File: src/design/eva_pkg.sv
// ----------------------------------------------------------------------------
// eva_pkg
// Shared types and constants of the elementwise value ALU.
// ----------------------------------------------------------------------------
package eva_pkg;

   localparam int VALUE_WIDTH_DEF   = 48;
   localparam int FRACTION_BITS_DEF = 16;
   localparam int OP_WIDTH          = 4;
   localparam int LEVEL_WIDTH       = 13;
   localparam int CSR_INDEX_WIDTH   = 3;
   localparam int RESET_LIMIT       = 1000000;

   typedef enum logic [OP_WIDTH-1:0] {
      OP_ADD   = 4'd0,
      OP_SUB   = 4'd1,
      OP_MUL   = 4'd2,
      OP_DIV   = 4'd3,
      OP_LT    = 4'd4,
      OP_GT    = 4'd5,
      OP_LE    = 4'd6,
      OP_GE    = 4'd7,
      OP_EQ    = 4'd8,
      OP_NE    = 4'd9,
      OP_AND   = 4'd10,
      OP_OR    = 4'd11,
      OP_CROSS = 4'd12
   } op_type;

   localparam logic [CSR_INDEX_WIDTH-1:0] CSR_OPCODE  = 3'd0;
   localparam logic [CSR_INDEX_WIDTH-1:0] CSR_PASS    = 3'd1;
   localparam logic [CSR_INDEX_WIDTH-1:0] CSR_MIN_A   = 3'd2;
   localparam logic [CSR_INDEX_WIDTH-1:0] CSR_MAX_A   = 3'd3;
   localparam logic [CSR_INDEX_WIDTH-1:0] CSR_MIN_B   = 3'd4;
   localparam logic [CSR_INDEX_WIDTH-1:0] CSR_MAX_B   = 3'd5;
   localparam logic [CSR_INDEX_WIDTH-1:0] CSR_LEVEL_A = 3'd6;
   localparam logic [CSR_INDEX_WIDTH-1:0] CSR_LEVEL_B = 3'd7;

   // commands from the controller to the datapath
   typedef struct packed {
      logic load;        // capture operands, start work
      logic div_start;   // start a division from the prepared operands
      logic div_step;    // one radix-2 division step
      logic mul_step;    // one partial-product step
      logic prep_cross_b;// prepare the second cross division
      logic take_a;      // save the class of a
      logic finish;      // form result, update min and max
   } cmd_type;

   typedef struct packed {
      logic div_done;
      logic mul_done;
   } status_type;

endpackage

File: src/design/eva_ctrl.sv
// ----------------------------------------------------------------------------
// eva_ctrl
// Sequencer of the elementwise value ALU: handshakes and step commands.
// ----------------------------------------------------------------------------
module eva_ctrl (
   input  logic                        clock,
   input  logic                        reset,
   input  logic                        req_valid,
   output logic                        req_stall,
   output logic                        rsp_valid,
   input  logic                        rsp_stall,
   input  logic [eva_pkg::OP_WIDTH-1:0] op_code,
   output eva_pkg::cmd_type            cmd,
   input  eva_pkg::status_type         status
);

   typedef enum logic [8:0] {
      ST_IDLE  = 9'b0_0000_0001,
      ST_MUL   = 9'b0_0000_0010,
      ST_DIVA  = 9'b0_0000_0100,
      ST_PREPB = 9'b0_0000_1000,
      ST_DIVB  = 9'b0_0001_0000,
      ST_DIVW  = 9'b0_0010_0000,
      ST_FIN   = 9'b0_0100_0000,
      ST_OUT   = 9'b0_1000_0000,
      ST_START = 9'b1_0000_0000
   } state_type;

   state_type state_ff, state_in;
   logic      take;

   assign req_stall = (state_ff != ST_IDLE);
   assign rsp_valid = (state_ff == ST_OUT);
   assign take      = req_valid && !req_stall;

   always_comb begin
      cmd      = '0;
      state_in = state_ff;
      cmd.load = take;
      case (state_ff)
         ST_IDLE: begin
            if (take) begin
               case (op_code)
                  eva_pkg::OP_MUL:   state_in = ST_MUL;
                  eva_pkg::OP_DIV:   state_in = ST_START;
                  eva_pkg::OP_CROSS: state_in = ST_START;
                  default:           state_in = ST_FIN;
               endcase
            end
         end
         ST_START: begin
            cmd.div_start = 1'b1;
            if (op_code == eva_pkg::OP_CROSS) state_in = ST_DIVA;
            else                              state_in = ST_DIVW;
         end
         ST_MUL: begin
            cmd.mul_step = 1'b1;
            if (status.mul_done) state_in = ST_FIN;
         end
         ST_DIVA: begin
            cmd.div_step = 1'b1;
            if (status.div_done) begin
               cmd.take_a = 1'b1;
               state_in   = ST_PREPB;
            end
         end
         ST_PREPB: begin
            cmd.prep_cross_b = 1'b1;
            state_in         = ST_DIVB;
         end
         ST_DIVB, ST_DIVW: begin
            cmd.div_step = 1'b1;
            if (status.div_done) state_in = ST_FIN;
         end
         ST_FIN: begin
            cmd.finish = 1'b1;
            state_in   = ST_OUT;
         end
         ST_OUT: begin
            if (!rsp_stall) state_in = ST_IDLE;
         end
         default: state_in = ST_IDLE;
      endcase
   end

   always_ff @(posedge clock) begin
      if (reset) state_ff <= ST_IDLE;
      else       state_ff <= state_in;
   end

endmodule

File: config.mk
export PLATFORM = sky130hd
export DESIGN_NAME = eva_ctrl
export DESIGN_NICKNAME = d
export VERILOG_FILES = /design/src/design/eva_pkg.sv /design/src/design/eva_ctrl.sv
export SDC_FILE = /design/constraint.sdc
export NUM_CORES = 1
export LEC_CHECK = 0
export BUFFER_PORTS_ARGS = -buffer_cell sky130_fd_sc_hd__buf_2
export CELL_PAD_IN_SITES_DETAIL_PLACEMENT = 1
export CELL_PAD_IN_SITES_GLOBAL_PLACEMENT = 2
export CORE_MARGIN = 3
export CORE_UTILIZATION = 30
export CTS_BUF_LIST = sky130_fd_sc_hd__clkbuf_8 sky130_fd_sc_hd__clkbuf_16
export CTS_CLUSTER_DIAMETER = 150
export DETAILED_ROUTE_END_ITERATION = 10
export MAX_ROUTING_LAYER = met4
export PLACE_DENSITY = 0.9
export SLEW_MARGIN = 20
export SYNTH_ARGS = -nofsm -noshare
export SYNTH_HDL_FRONTEND = slang
export SYNTH_SLANG_ARGS = --single-unit
File: constraint.sdc
create_clock -name clock -period 4.7 [get_ports clock]
set_input_delay 0.94 -clock clock [delete_from_list [all_inputs] [get_ports clock]]
set_output_delay 0.94 -clock clock [all_outputs]
set_load 0.02 [all_outputs]
==> summary.txt, run 1 <==
Hold wc startpoint = state_ff[2]$_SDFFE_PP0P_
R2R depth = 5
Peak VDD IR = 149 uV
Synth Flop Type = dfxtp_1
DR iter-0 viols = 6
Highest clock rate = 339 MHz
Core ar. = 2020 um^2
Crit path required time = 3760 ps
Worst setup SP type = flip-flop
TritonCTS clock tree = yes
EDFF count, synth = 0
RSZ-0062 raised after global routing = false
Total gr overflow = 0
Pleak = 0.363 nW
CP endpoint kind = output port
Top cells by area, synth = dfxtp_1 (27%), nor4_1 (5.7%), buf_6 (5.1%)
Main combinational cell family by area after synthesis = simple AND/OR/NAND/NOR gates
Antenna-violating nets left = 0
Largest net degree at the start of global routing = 11
Hold Fails Final Rpt = 0
Commonest non-fill, non-tap cells in the layout = buf_2 (18), dfxtp_1 (9), nor2_1 (7)
Initial core utilization = 0.327
Std-Cell Rows = 16
Top reg by flops = state_ff
Status = completed
Setup violators final = 0
Post-CTS Repair Setup Buffers = 0
Number of synthesized register bits = 9
CP Max Fanout = 7
Post-synth ARST share = 0
Syn avg cell area = 8.06 um^2
DR vias/cell = 5.64
H-tree Lvls = 1
Vias post-DR = 711
GRT Total Usage = 0.162
Hold depth = 2
Final Core Density = 0.387
Delay-heaviest family, CP = simple AND/OR/NAND/NOR gates
Worst-margin pin slew = 731 ps
Num Clock Sinks = 9
First-pass GRT wire length = 3220 um
TritonCTS Buffers = 3
DRC violations left = 0
Slew Limit Headroom = 0.508
Diode count = 0
Final nets = 110
CTS resizes = 0
Cell area after layout = 783 um^2
Port Buffers = 18
Max reg flops = 9
Adder-Cell Fraction of Synth Area = 0
Filler cells = 266
Number of global-route vias before repair = 685
CP Data Arrival Time = 2010 ps
Cells along the critical path = or3_1 > nor4_1 > and3_1 > buf_2
HPWL after detailed placement = 1560 um
Hold_buf cts = 0
Synth Area in XOR/XNOR = 0.0265
Area Overhead vs Synth = 18.6%
Die W = 52.9 um
Distinct cells, synth = 35
Die Y-Extent = 52.9 um
Clk buf depth = 2
Critical path's slowest cell = or3_1
Yosys top cell area share = 0.273
Simple-gate portion of the synthesized area = 0.388
Kind of critical path = reg -> out
Fin crit share = 0.628
Clk root buf = clkbuf_8
Worst path depth = 4
Clock Latency Late Sink = 240 ps
Gpl congestion = 0.772
Max-Cap Viols = 0
Synth Area in Compound Gates = 0.214
Max-slew violations = 0
Pwr/cell area = 363 nW/um^2
Sequential fraction of the synthesis area = 0.273
Post-Syn Instances = 82
Area leader, netlist = dfxtp_1
Post-route setup TNS = 0 ps
Initial antenna violation count = 0
Share of cells above drive strength 1 = 0.293
Post-DR wirelength/cell = 15.7 um
Clock Skew = 3.55 ps
Buf/Inv on CP = 1
Pre-antenna DRT Iters = 4
Slowest cell delay on critical path = 540 ps
Final period demand of the worst path = 2950 ps
Crit path from = state_ff[2]$_SDFFE_PP0P_
Clock-pin slew on the worst setup and hold paths = 50 ps
Post-Syn Nets = 92
Most common cell after layout, fill and taps aside = buf_2
Yosys warning count = 0
Hold Path Class = reg -> reg
Mux contribution to synthesized area = 0
Largest regs = state_ff (9)
Boundary Pins = 19
Final WL = 1980 um
FF-to-FF Start = state_ff[1]$_SDFFE_PP0P_
Die area = 2800 um^2
Placed Area = 738 um^2
Mapped Area = 661 um^2
layout make-up:
class | instances | area, um^2 | area share
Clock buffer | 3 | 41.3 | 0.0527
Inverter | 5 | 18.8 | 0.0240
Timing Repair Buffer | 18 | 90.1 | 0.115
Sequential cell | 9 | 180 | 0.230
Clock inverter | 1 | 3.75 | 0.00479
Multi-Input combinational cell | 63 | 415 | 0.530
Tap cell | 27 | 33.8 | 0.0431
kinds of logic after synthesis:
logic type | count (synthesis)
compound gates | 19
xor+xnor | 2
buf+inv | 10
flops | 9
simple gates | 42
synthesized netlist by cell type, drive strengths merged, types with 2 or more instances:
master	n
a21oi	2
and2	2
and3	3
buf	5
dfxtp	9
inv	5
nand2	5
nand3	3
nor2	7
nor3	5
nor3b	2
nor4	7
o211ai	3
o21ai	6
or3	2
or4	2
xor2	2
metal layers:
metal | wire, um | share of wire | GRT usage | vias up
li1 | - | - | - | 348
met1 | 934 | 0.47 | 0.197 | 344
met2 | 938 | 0.47 | 0.256 | 15
met3 | 90 | 0.045 | 0.0394 | 4
met4 | 19 | 0.0096 | 0.0638 | 0
met5 | 0 | 0 | - | -
through the flow:
step                instances  hold slack [ps]  worst slack (ps)  power (mW)
floorplan                  82              500              2010       0.167
global placement          122              559              2010       0.191
finish                    126              555              1750       0.284
detailed placement        122              550              2040       0.194
CTS                       126              558              1770       0.286
global route              126              602              1540       0.299
where the power goes:
part           switching (mW)  leakage [nW]  internal [mW]
registers              0.0116        0.0731         0.0820
logic                  0.0609         0.263         0.0390
clock network          0.0336        0.0269         0.0572
total                   0.106         0.363          0.178
worst paths after layout:
path         slack [ps]                        to
max reg2reg        2590  state_ff[2]$_SDFFE_PP0P_
min reg2reg         560  state_ff[2]$_SDFFE_PP0P_
max                1750                    cmd[2]
min                 560  state_ff[2]$_SDFFE_PP0P_
worst reg2reg max path, delay by kind of cell (launching register included):
kind | cells | cell delay (ps)
compound gates | 3 | 810
flops | 1 | 390
simple gates | 2 | 810
Power figures use the tool's default switching activity.
==> run 2: changes to the inputs <==
- CORE_UTILIZATION: 30 -> 25
- PLACE_DENSITY: 0.9 -> 0.81
- clock period: 4.7 -> 2.39 ns (I/O delays scaled with it)
==> summary.txt, run 2 (synthesis gave the netlist of run 1 again) <==
Boundary Pins = 19 (unchanged)
TritonCTS Buffers = 3 (unchanged)
Kind of critical path = reg -> out (unchanged)
Pwr/cell area = 681 nW/um^2 (was 363 nW/um^2)
Worst setup SP type = flip-flop (unchanged)
DR vias/cell = 5.37 (was 5.64)
Slew Limit Headroom = 0.675 (was 0.508)
Switch Pwr = 206 uW (was 106 uW)
Status = completed (unchanged)
CP Max Fanout = 7 (unchanged)
Setup violators final = 0 (unchanged)
Delay-heaviest family, CP = simple AND/OR/NAND/NOR gates (unchanged)
Crit path required time = 1910 ps (was 3760 ps)
Pre-antenna DRT Iters = 4 (unchanged)
TritonCTS clock tree = yes (unchanged)
Hold Path Class = in -> reg (was reg -> reg)
Cell area after layout = 831 um^2 (was 783 um^2)
Std-Cell Rows = 18 (was 16)
Peak VDD IR = 321 uV (was 149 uV)
Post-route setup TNS = 0 ps (unchanged)
Buf/Inv on CP = 2 (was 1)
Initial core utilization = 0.264 (was 0.327)
Placed Area = 779 um^2 (was 738 um^2)
Clock Latency Late Sink = 230 ps (was 240 ps)
Commonest non-fill, non-tap cells in the layout = buf_2 (18), dfxtp_1 (9), nor2_1 (7) (unchanged)
Clk root buf = clkbuf_8 (unchanged)
Final period demand of the worst path = 2310 ps
Die Y-Extent = 57.4 um (was 52.9 um)
First-pass GRT wire length = 3480 um (was 3220 um)
Highest clock rate = 433 MHz
H-tree Lvls = 1 (unchanged)
Int Pwr = 360 uW (was 178 uW)
Area Overhead vs Synth = 25.8% (was 18.6%)
DP Worst Slack = 323 ps (was 2040 ps)
CP Data Arrival Time = 1830 ps (was 2010 ps)
Hold Fails Final Rpt = 0 (unchanged)
Die area = 3300 um^2 (was 2800 um^2)
Diode count = 0 (unchanged)
Largest regs = state_ff (9) (unchanged)
Most common cell after layout, fill and taps aside = buf_2 (unchanged)
Port Buffers = 18 (unchanged)
Switch share = 0.364 (was 0.373)
Total gr overflow = 0 (unchanged)
Max reg flops = 9 (unchanged)
Max-slew violations = 0 (unchanged)
Comb pwr share = 0.372 (was 0.351)
HPWL after detailed placement = 1690 um (was 1560 um)
RSZ-0062 raised after global routing = false (unchanged)
Part of the power in registers = 0.320 (was 0.329)
Max-Cap Viols = 0 (unchanged)
Die W = 57.4 um (was 52.9 um)
Clock-pin slew on the worst setup and hold paths = 40 ps (was 50 ps)
Clock Skew = 0.665 ps (was 3.55 ps)
Gpl congestion = 0.799 (was 0.772)
Num Clock Sinks = 9 (unchanged)
Fin crit share = 0.967
Clk buf depth = 2 (unchanged)
Worst-margin pin slew = 474 ps (was 731 ps)
Slowest cell delay on critical path = 420 ps (was 540 ps)
Largest net degree at the start of global routing = 10 (was 11)
Final worst slack = 78.1 ps (was 1750 ps)
CP endpoint kind = output port (unchanged)
Initial antenna violation count = 0 (unchanged)
Top reg by flops = state_ff (unchanged)
Cells along the critical path = or3_1 > buf_4 > nor4_4 > and2_2 > buf_2 (was or3_1 > nor4_1 > and3_1 > buf_2)
Final nets = 115 (was 110)
Post-DR wirelength/cell = 15.7 um (about the same)
Vias post-DR = 719 (was 711)
Pleak = 0.391 nW (was 0.363 nW)
Antenna-violating nets left = 0 (unchanged)
DR iter-0 viols = 15 (was 6)
Core ar. = 2500 um^2 (was 2020 um^2)
DRC violations left = 0 (unchanged)
Hold_buf cts = 0 (unchanged)
Clock power frac = 0.308 (was 0.319)
GRT Total Usage = 0.141 (was 0.162)
Critical path's slowest cell = or3_1 (unchanged)
Number of global-route vias before repair = 711 (was 685)
Share of cells above drive strength 1 = 0.337 (was 0.293)
Final WL = 2100 um (was 1980 um)
==> run 2: cell types whose count changed in the layout (fill, tap and decap cells not counted), sizes merged <==
cell and delta:
buf +5
==> run 2: final cells by class <==
| type | instances | area [um^2] |
|---|---|---|
| inverter | 5 | 18.8 |
| timing repair buffer | 23 | 128 |
| sequential | 9 | 180 |
| multi-input combinational | 63 | 422 |
| fill | 323 | 1670 |
| clock buffer | 3 | 41.3 |
| clock inverter | 1 | 3.75 |
| tap | 30 | 37.5 |
==> run 2: final timing paths <==
kind,from,endpoint,slack (ps),cells past startpoint
hold / removal,op_code[1],state_ff[2]$_SDFFE_PP0P_,470,2
hold reg to reg,state_ff[5]$_SDFFE_PP0P_,state_ff[5]$_SDFFE_PP0P_,570,2
setup / recovery,state_ff[2]$_SDFFE_PP0P_,cmd[6],80,5
setup reg to reg,state_ff[2]$_SDFFE_PP0P_,state_ff[6]$_SDFFE_PP0P_,340,6
==> run 2: stage by stage <==
stage	hold WS, ps	utilization	power, mW	instances
3_5_place_dp	557	0.312	0.391	130
5_1_grt	483	0.332	0.600	134
6_report	471	0.332	0.566	134
4_1_cts	473	0.330	0.567	134
3_3_place_gp	552	0.312	0.390	130
2_1_floorplan	500	-	0.328	82
==> run 2: layer usage <==
metal / up-vias / wire length (um) / GRT usage
met5: - / 0 / -
li1: 356 / - / -
met4: 0 / 19 / 0.0397
met3: 2 / 77 / 0.0204
met1: 345 / 1050 / 0.192
met2: 16 / 956 / 0.215
==> run 2: power by group through the flow <==
| stage | clock, mW | sequential (mW) | combinational, mW |
|---|---|---|---|
| 2_1_floorplan | 0 | 0.176 | 0.152 |
| 3_3_place_gp | 0 | 0.183 | 0.206 |
| 3_5_place_dp | 0 | 0.183 | 0.208 |
| 4_1_cts | 0.178 | 0.180 | 0.209 |
| 5_1_grt | 0.184 | 0.184 | 0.233 |
| 6_report | 0.174 | 0.181 | 0.211 |
==> run 2: timing repair <==
item,CTS,global route
gates resized for setup,0,1
setup buffers,0,0
endpoints found under the setup margin,0,3
